$ cat src/hw/rtl/ptmi_pkg.sv
// shared types, constants and microcode program for the page table map insert block
package ptmi_pkg;

    // field widths
    localparam int VPAGE_W    = 36;
    localparam int FRAME_W    = 40;
    localparam int BASE_W     = 40;
    localparam int STATUS_W   = 2;
    localparam int ADDED_W    = 2;
    localparam int ENTRY_W    = 64;
    localparam int IDX_W      = 9;
    localparam int APB_AW     = 3;
    localparam int APB_DW     = 64;

    localparam int TABLE_PAGES_DEF = 64;

    // register map
    localparam logic [APB_AW-1:0] ADDR_TABLE_FRAME_BASE = 3'd0;

    // result codes
    localparam logic [STATUS_W-1:0] ST_OK      = 2'd0;
    localparam logic [STATUS_W-1:0] ST_FULL    = 2'd1;
    localparam logic [STATUS_W-1:0] ST_OUTSIDE = 2'd2;

    // entry flags
    localparam logic [11:0] TABLE_FLAGS = 12'h007;

    typedef logic [3:0] t_step;

    localparam t_step S_CLEAR = 4'd0;
    localparam t_step S_IDLE  = 4'd1;
    localparam t_step S_READ  = 4'd2;
    localparam t_step S_EVAL  = 4'd3;
    localparam t_step S_CHECK = 4'd4;
    localparam t_step S_NEXT  = 4'd5;
    localparam t_step S_GATE  = 4'd6;
    localparam t_step S_LEAF  = 4'd7;
    localparam t_step S_DONE  = 4'd8;

    typedef enum logic [3:0] {
        OP_NOP    = 4'd0,
        OP_CLEAR  = 4'd1,
        OP_ACCEPT = 4'd2,
        OP_READ   = 4'd3,
        OP_EVAL   = 4'd4,
        OP_CHECK  = 4'd5,
        OP_NEXT   = 4'd6,
        OP_LEAF   = 4'd7,
        OP_DONE   = 4'd8
    } t_op;

    typedef enum logic [2:0] {
        C_ALWAYS   = 3'd0,
        C_CLR_MORE = 3'd1,
        C_NO_BEAT  = 3'd2,
        C_ABSENT   = 3'd3,
        C_MORE     = 3'd4,
        C_FAIL     = 3'd5,
        C_OUT_BUSY = 3'd6
    } t_cond;

    typedef struct packed {
        t_op   op;
        t_cond cond;
        t_step tgt_true;
        t_step tgt_false;
    } t_ucode;

    // datapath conditions seen by the sequencer
    typedef struct packed {
        logic clr_more;
        logic in_beat;
        logic absent;
        logic more;
        logic fail;
        logic out_busy;
    } t_flags;

    function automatic t_ucode ucode_rom(input t_step step);
        t_ucode cw;
        case (step)
            S_CLEAR: cw = '{OP_CLEAR,  C_CLR_MORE, S_CLEAR, S_IDLE};
            S_IDLE:  cw = '{OP_ACCEPT, C_NO_BEAT,  S_IDLE,  S_READ};
            S_READ:  cw = '{OP_READ,   C_ALWAYS,   S_EVAL,  S_EVAL};
            S_EVAL:  cw = '{OP_EVAL,   C_ABSENT,   S_NEXT,  S_CHECK};
            S_CHECK: cw = '{OP_CHECK,  C_ALWAYS,   S_NEXT,  S_NEXT};
            S_NEXT:  cw = '{OP_NEXT,   C_MORE,     S_READ,  S_GATE};
            S_GATE:  cw = '{OP_NOP,    C_FAIL,     S_DONE,  S_LEAF};
            S_LEAF:  cw = '{OP_LEAF,   C_ALWAYS,   S_DONE,  S_DONE};
            S_DONE:  cw = '{OP_DONE,   C_OUT_BUSY, S_DONE,  S_IDLE};
            default: cw = '{OP_NOP,    C_ALWAYS,   S_IDLE,  S_IDLE};
        endcase
        return cw;
    endfunction

endpackage

$ cat src/hw/rtl/ptmi_seq.sv
// microcode sequencer: step counter, control store and conditional jumps
module ptmi_seq (
    input  logic             i_clk,
    input  logic             i_rst_n,
    input  ptmi_pkg::t_flags i_flags,
    output ptmi_pkg::t_ucode o_cw
);
    import ptmi_pkg::*;

    t_step  r_step;
    t_step  n_step;
    t_ucode cw;
    logic   take;

    assign cw   = ucode_rom(r_step);
    assign o_cw = cw;

    always_comb begin
        unique case (cw.cond)
            C_ALWAYS:   take = 1'b1;
            C_CLR_MORE: take = i_flags.clr_more;
            C_NO_BEAT:  take = !i_flags.in_beat;
            C_ABSENT:   take = i_flags.absent;
            C_MORE:     take = i_flags.more;
            C_FAIL:     take = i_flags.fail;
            C_OUT_BUSY: take = i_flags.out_busy;
            default:    take = 1'b1;
        endcase
        n_step = take ? cw.tgt_true : cw.tgt_false;
    end

    always_ff @(posedge i_clk) begin
        if (!i_rst_n) begin
            r_step <= S_CLEAR;
        end else begin
            r_step <= n_step;
        end
    end

endmodule
$ cat config.mk
export PLATFORM = sky130hd
export DESIGN_NAME = ptmi_seq
export DESIGN_NICKNAME = d
export VERILOG_FILES = /design/src/hw/rtl/ptmi_pkg.sv /design/src/hw/rtl/ptmi_seq.sv
export SDC_FILE = /design/constraint.sdc
export NUM_CORES = 1
export LEC_CHECK = 0
export ABC_AREA = 0
export ABC_CLOCK_PERIOD_IN_PS = 6260
export BUFFER_PORTS_ARGS = -buffer_cell sky130_fd_sc_hd__buf_2
export CORE_UTILIZATION = 52
export DETAILED_ROUTE_END_ITERATION = 6
export GPL_TIMING_DRIVEN = 0
export PLACE_DENSITY = 0.89
export SETUP_SLACK_MARGIN = 0.05
export SLEW_MARGIN = 15
export SYNTH_ARGS = -nofsm -noshare
export SYNTH_HDL_FRONTEND = slang
export SYNTH_SLANG_ARGS = --single-unit
$ cat constraint.sdc
create_clock -name i_clk -period 6.26 [get_ports i_clk]
set_input_delay 0.626 -clock i_clk [delete_from_list [all_inputs] [get_ports i_clk]]
set_output_delay 0.626 -clock i_clk [all_outputs]
set_load 0.01 [all_outputs]
-- Word level (Yosys, flattened, before mapping)
Memories as Yosys holds them, arrays and structs flattened. A register that Yosys moved wholly into a read port is not among the register bits.
Cells that the tools add are included.
- bits in read-only memories: 240
- logic and storage cells: 11
- output and inout port bits: 15
- register bits: 0
- input port bits: 8
- memories: 1
- mux-type cells: 3
- equality and inequality tests: 6
- reduce and logical (&&, ||, !) cells: 1
- memory list (memory ; depth ; bits a word ; rd ports ; clocked after memory_dff ; wr ports ; RTL line ; source):
    (name not given) ; 16 ; 15 ; 1 ; 1 ; 0 ; ptmi_pkg.sv:81 ; case (step)
- operator list (operator ; count):
    equality test 3 bit (second input constant) ; 3
    two-way mux 4 bit ; 2
    equality test 3 x 2 -> 1 bit (second input constant) ; 2
    one-hot mux 1 bit (6 select lines) ; 1
    equality test 3 x 1 -> 1 bit (second input constant) ; 1
    logical NOT 1 bit ; 1

-- Logic depth before layout (Yosys ltp)
- depth in word-level cells: 4
- gate-level depth with buffers: 9
- depth with buffers taken out: 8

-- Least setup slack after synthesis
Ideal clock, no wire load.
- path kind: input -> register
- start point: input port i_flags[4] (netlist name)
- end point: register, netlist name o_cw[11]
- arrival: 2.290 ns
- library setup time: 0.132 ns
- required time: 6.128 ns
- stages: 9
- setup slack: 3.838 ns
- cells stage by stage: and2_2 -> mux4_2 -> buf_6 -> mux2i_4 -> inv_2 -> ha_1 -> inv_1 -> nor2_1 -> a211oi_2
- longest elaborated chain between the ends: 4
- ends and longest elaborated chain (item ; RTL line ; source):
    start, declared ; ptmi_seq.sv:5 ; input ptmi_pkg::t_flags i_flags,
    logical NOT 1 bit ; ptmi_seq.sv:22 ; C_NO_BEAT: take = !i_flags.in_beat;
    one-hot mux 1 bit (6 select lines) ; ptmi_seq.sv:19 ; unique case (cw.cond)
    two-way mux 4 bit ; ptmi_seq.sv:29 ; n_step = take ? cw.tgt_true : cw.tgt_false;
    two-way mux 4 bit (no line) ; n/a ;
No other way between the ends.

-- Worst setup path in the final report
- start point: input port i_flags[4] (netlist name)
- end point: register, netlist name o_cw[11]
- longest elaborated chain between the ends: 4
- ends and longest elaborated chain (item ; RTL line):
    logical NOT 1 bit ; ptmi_seq.sv:22
    one-hot mux 1 bit (6 select lines) ; ptmi_seq.sv:19
    two-way mux 4 bit ; ptmi_seq.sv:29
    two-way mux 4 bit (no line) ; n/a
No other way between the ends.

==> results.rst <==
.. list-table::
   :header-rows: 1

   * - Metric
     - Value
   * - Fill cell instance count of the final layout
     - 99
   * - Critical path launch point type
     - input port
   * - Placement Rows
     - 13
   * - Number of enable flip-flop cells after synthesis
     - 0
   * - Area contributors post-synth
     - dfxtp_1 39%, ha_1 9.7%, mux2i_4 8.7%
   * - Overflow after GRT
     - 0
   * - Most common cell after layout, fill and taps aside
     - buf_2
   * - Total of buffers placed on input and output ports
     - 21
   * - Die outline area
     - roughly 1700 um^2
   * - Largest stage delay, worst path
     - between 0.4 and 0.5 ns
   * - Place WS
     - about 3.5 ns
   * - Drt pass-1 iters
     - 4
   * - Outcome
     - complete, no violations
   * - Bufs and invs on worst path
     - 4
   * - Hold buffer count at cts
     - 0
   * - Die width
     - 40.6 um
   * - Standard cell area after detailed placement
     - 900 um^2
   * - Capturing point of the worst reg2reg path
     - o_cw[11]
   * - Overall die height
     - 40.6 um
   * - FF-to-FF Start
     - o_cw[9]
   * - Worst rel slew slack
     - between 70% and 80%
   * - Crit path kind
     - in2reg
   * - Power per standard cell area
     - 401 nW/um^2
   * - Number of setup buffers added after CTS
     - 0
   * - Average instance area after synthesis
     - 10.1 um^2
   * - Yosys warning count
     - 0
   * - Max capacitance violation total
     - 0
   * - GPL Wtd Cong
     - 0.800
   * - Overall Power
     - 0.371 mW
   * - Area share of the largest cell type after synthesis
     - 38.7%
   * - Unrepaired setup endpoints after global routing
     - no
   * - Share of cell area taken by muxes after synthesis
     - 17.6%
   * - Number of antenna violations at the first check in global routing
     - 0
   * - Adder-cell area share of the yosys netlist
     - approximately a tenth
   * - Cell depth of the worst setup path
     - 10
   * - Final number of max-transition violations
     - 0
   * - Synth Area in XOR/XNOR
     - 0%
   * - Maximum level of the CTS H-tree
     - 1
   * - Distinct cell type count after synthesis
     - 24
   * - Final critical delay including setup and external delays
     - 2.42 ns
   * - Flip-flop count of the largest register after layout
     - 15
   * - Ant diodes
     - 0
   * - Post-route worst hold slack
     - 0.658 ns
   * - Static Leak
     - 0.427 nW
   * - Number of remaining DRC errors
     - 0
   * - Total number of vias
     - 631
   * - Register-to-Register Setup Slack
     - 3.91 ns
   * - Post-detailed-routing wire length
     - 1450 um
   * - Dpl cells
     - approximately 110
   * - Smallest setup slack after layout
     - roughly 3.8 ns
   * - Number of endpoints failing setup at the final stage
     - 0
   * - Post-cts repair resize count
     - 0
   * - Basic-gate share of the synthesized area counting and, or, nand and nor cells
     - 17.6%
   * - Nets@finish
     - 117
   * - Cell type with the highest aggregate area in the netlist
     - dfxtp_1
   * - Initial cell density of the core
     - 57.5%
   * - Number of top-level pins
     - 23
   * - CTS sink cnt
     - 15
   * - Post-Syn Nets
     - 91
   * - Number of flip-flops and latches in the synthesized netlist
     - 15
   * - Fraction of layout cells with a size suffix above 1
     - around two fifths
   * - First-pass GRT wire length
     - roughly 2000 um
   * - Commonest cells after routing, fill and taps aside
     - 21 x buf_2, 16 x nand2_1, 15 x dfxtp_1, 6 x nor2_1, 6 x ha_1
   * - Final std cell area, no fill
     - 926 um^2
   * - Layout Skew
     - around 0.0028 ns
   * - Dominant combinational cell family by area after synthesis
     - simple AND/OR/NAND/NOR gates
   * - Main synth FF type
     - dfxtp_1
   * - Total GRT Usage
     - 19.8%
   * - Max Clock Freq
     - 0.413 GHz
   * - Fraction of registers with async set/reset
     - 0%
   * - Final worst path period share
     - 38.7%
   * - Clock tree buffer depth
     - 2
   * - Post-Synthesis Cells
     - 77
   * - Finished Layout Cells
     - 117
   * - End of the critical path
     - o_cw[11]
   * - Element type at the critical path end
     - flip-flop
   * - Synth Cell Area
     - 776 um^2
   * - Worst supply voltage drop on vdd
     - roughly 0.00024 V
   * - Placeable core region
     - roughly 1400 um^2
   * - Clock latency reported for the late side of the worst-skew pair
     - 0.28 ns
   * - Remaining number of nets flagged by the antenna check after routing
     - 0
   * - Final Hold Viols
     - 0
   * - Library cell used as clock root buffer
     - clkbuf_4
   * - Final Core Density
     - between 60% and 70%
   * - Arrival time worst endpoint
     - 2.58 ns
   * - Area added between synthesis and finish
     - 19.4%
   * - Routed wire per std cell
     - 12.4 um
   * - Vias per cell
     - 5.39
   * - Via count of the first global-routing pass
     - 485
   * - Total negative setup slack
     - 0 ns
   * - Worst setup path start
     - i_flags[4]
   * - Top fanout value on the critical path
     - 7
   * - Transition time at the pin with the least slew margin
     - 0.330 ns
   * - Kind of path behind the tightest hold check
     - reg2reg
   * - Maximum number of pins on one net before global-route repair
     - 11
   * - Critical path's top delay family
     - multiplexers
   * - CTS tree
     - built
   * - Compound-Gate Fraction of Synth Area
     - 11.1%
   * - Clock transition at path regs
     - about 0.08 ns
   * - Sequential fraction of the synthesis area
     - 38.7%
   * - Cell with the biggest individual delay on the critical path
     - mux4_2
   * - Data required time at the worst endpoint
     - 6.42 ns
   * - Iter 0 DRT Violations
     - 10
   * - R2R depth
     - 9
   * - Clock buffers created by TritonCTS
     - 3
   * - Ordered list of cells on the worst path
     - buf_2 -> and2_2 -> mux4_2 -> buf_6 -> mux2i_4 -> inv_2 -> ha_1 -> inv_1 -> nor2_1 -> a211oi_2
worst min-delay path by stage:
stage / from / to / slack (ns) / cells after the start
6_report: o_cw[0] / o_cw[0] / 0.66 / 3
5_1_grt: o_cw[4] / o_cw[0] / 0.70 / 3
4_1_cts: o_cw[0] / o_cw[0] / 0.67 / 3
3_5_place_dp: o_cw[0] / o_cw[0] / 0.65 / 3
3_3_place_gp: o_cw[0] / o_cw[0] / 0.61 / 3
2_1_floorplan: o_cw[0] / o_cw[0] / 0.63 / 3
where the power goes:
group          leakage, nW  switching, mW  internal (mW)
Combinational        0.289         0.0953         0.0843
Sequential           0.123         0.0156          0.124
Clock               0.0150         0.0277         0.0247
area by class of cell:
cell class	count	area, um^2	area share [%]
multi-input combinational	55	434	46.9
sequential	15	300	32.4
inverter	4	15.0	1.62
clock buffer	4	26.3	2.84
tap	15	18.8	2.03
buffer	3	26.3	2.84
timing repair buffer	21	105	11.4
Yosys cell counts, types with 2 or more instances:
library cell,instances
inv_1,3
ha_1,6
mux2i_4,3
a21oi_1,5
buf_6,2
a211oi_2,2
mux2i_1,2
nand2_1,16
o21ai_1,2
dfxtp_1,15
nand2b_1,3
nor2_1,6
cell families after synthesis:
logic type	after synthesis
AND/OR/NAND/NOR	29
buffers and inverters	7
multiplexers	8
adder cells (fa/ha/maj)	6
AO/OA/AOI/OAI	12
flip-flops	15
per-layer routing:
| metal | vias to the layer above | share of wire (%) | wire, um | track usage [%] |
|---|---|---|---|---|
| met4 | 0 | 2.4 | 35 | 15.0 |
| met3 | 4 | 4.3 | 62 | 4.89 |
| met5 | - | 0 | 0 | 0 |
| met1 | 297 | 42 | 607 | 19.1 |
| li1 | 308 | - | - | - |
| met2 | 22 | 52 | 749 | 35.7 |
worst min-delay path, stage by stage, from the launching register on:
cell and delay [ns]:
dfxtp_1 0.32, nand2_1 0.10, mux2i_4 0.13, nand2b_1 0.09
Note: power is estimated with default switching activity, not from simulation.
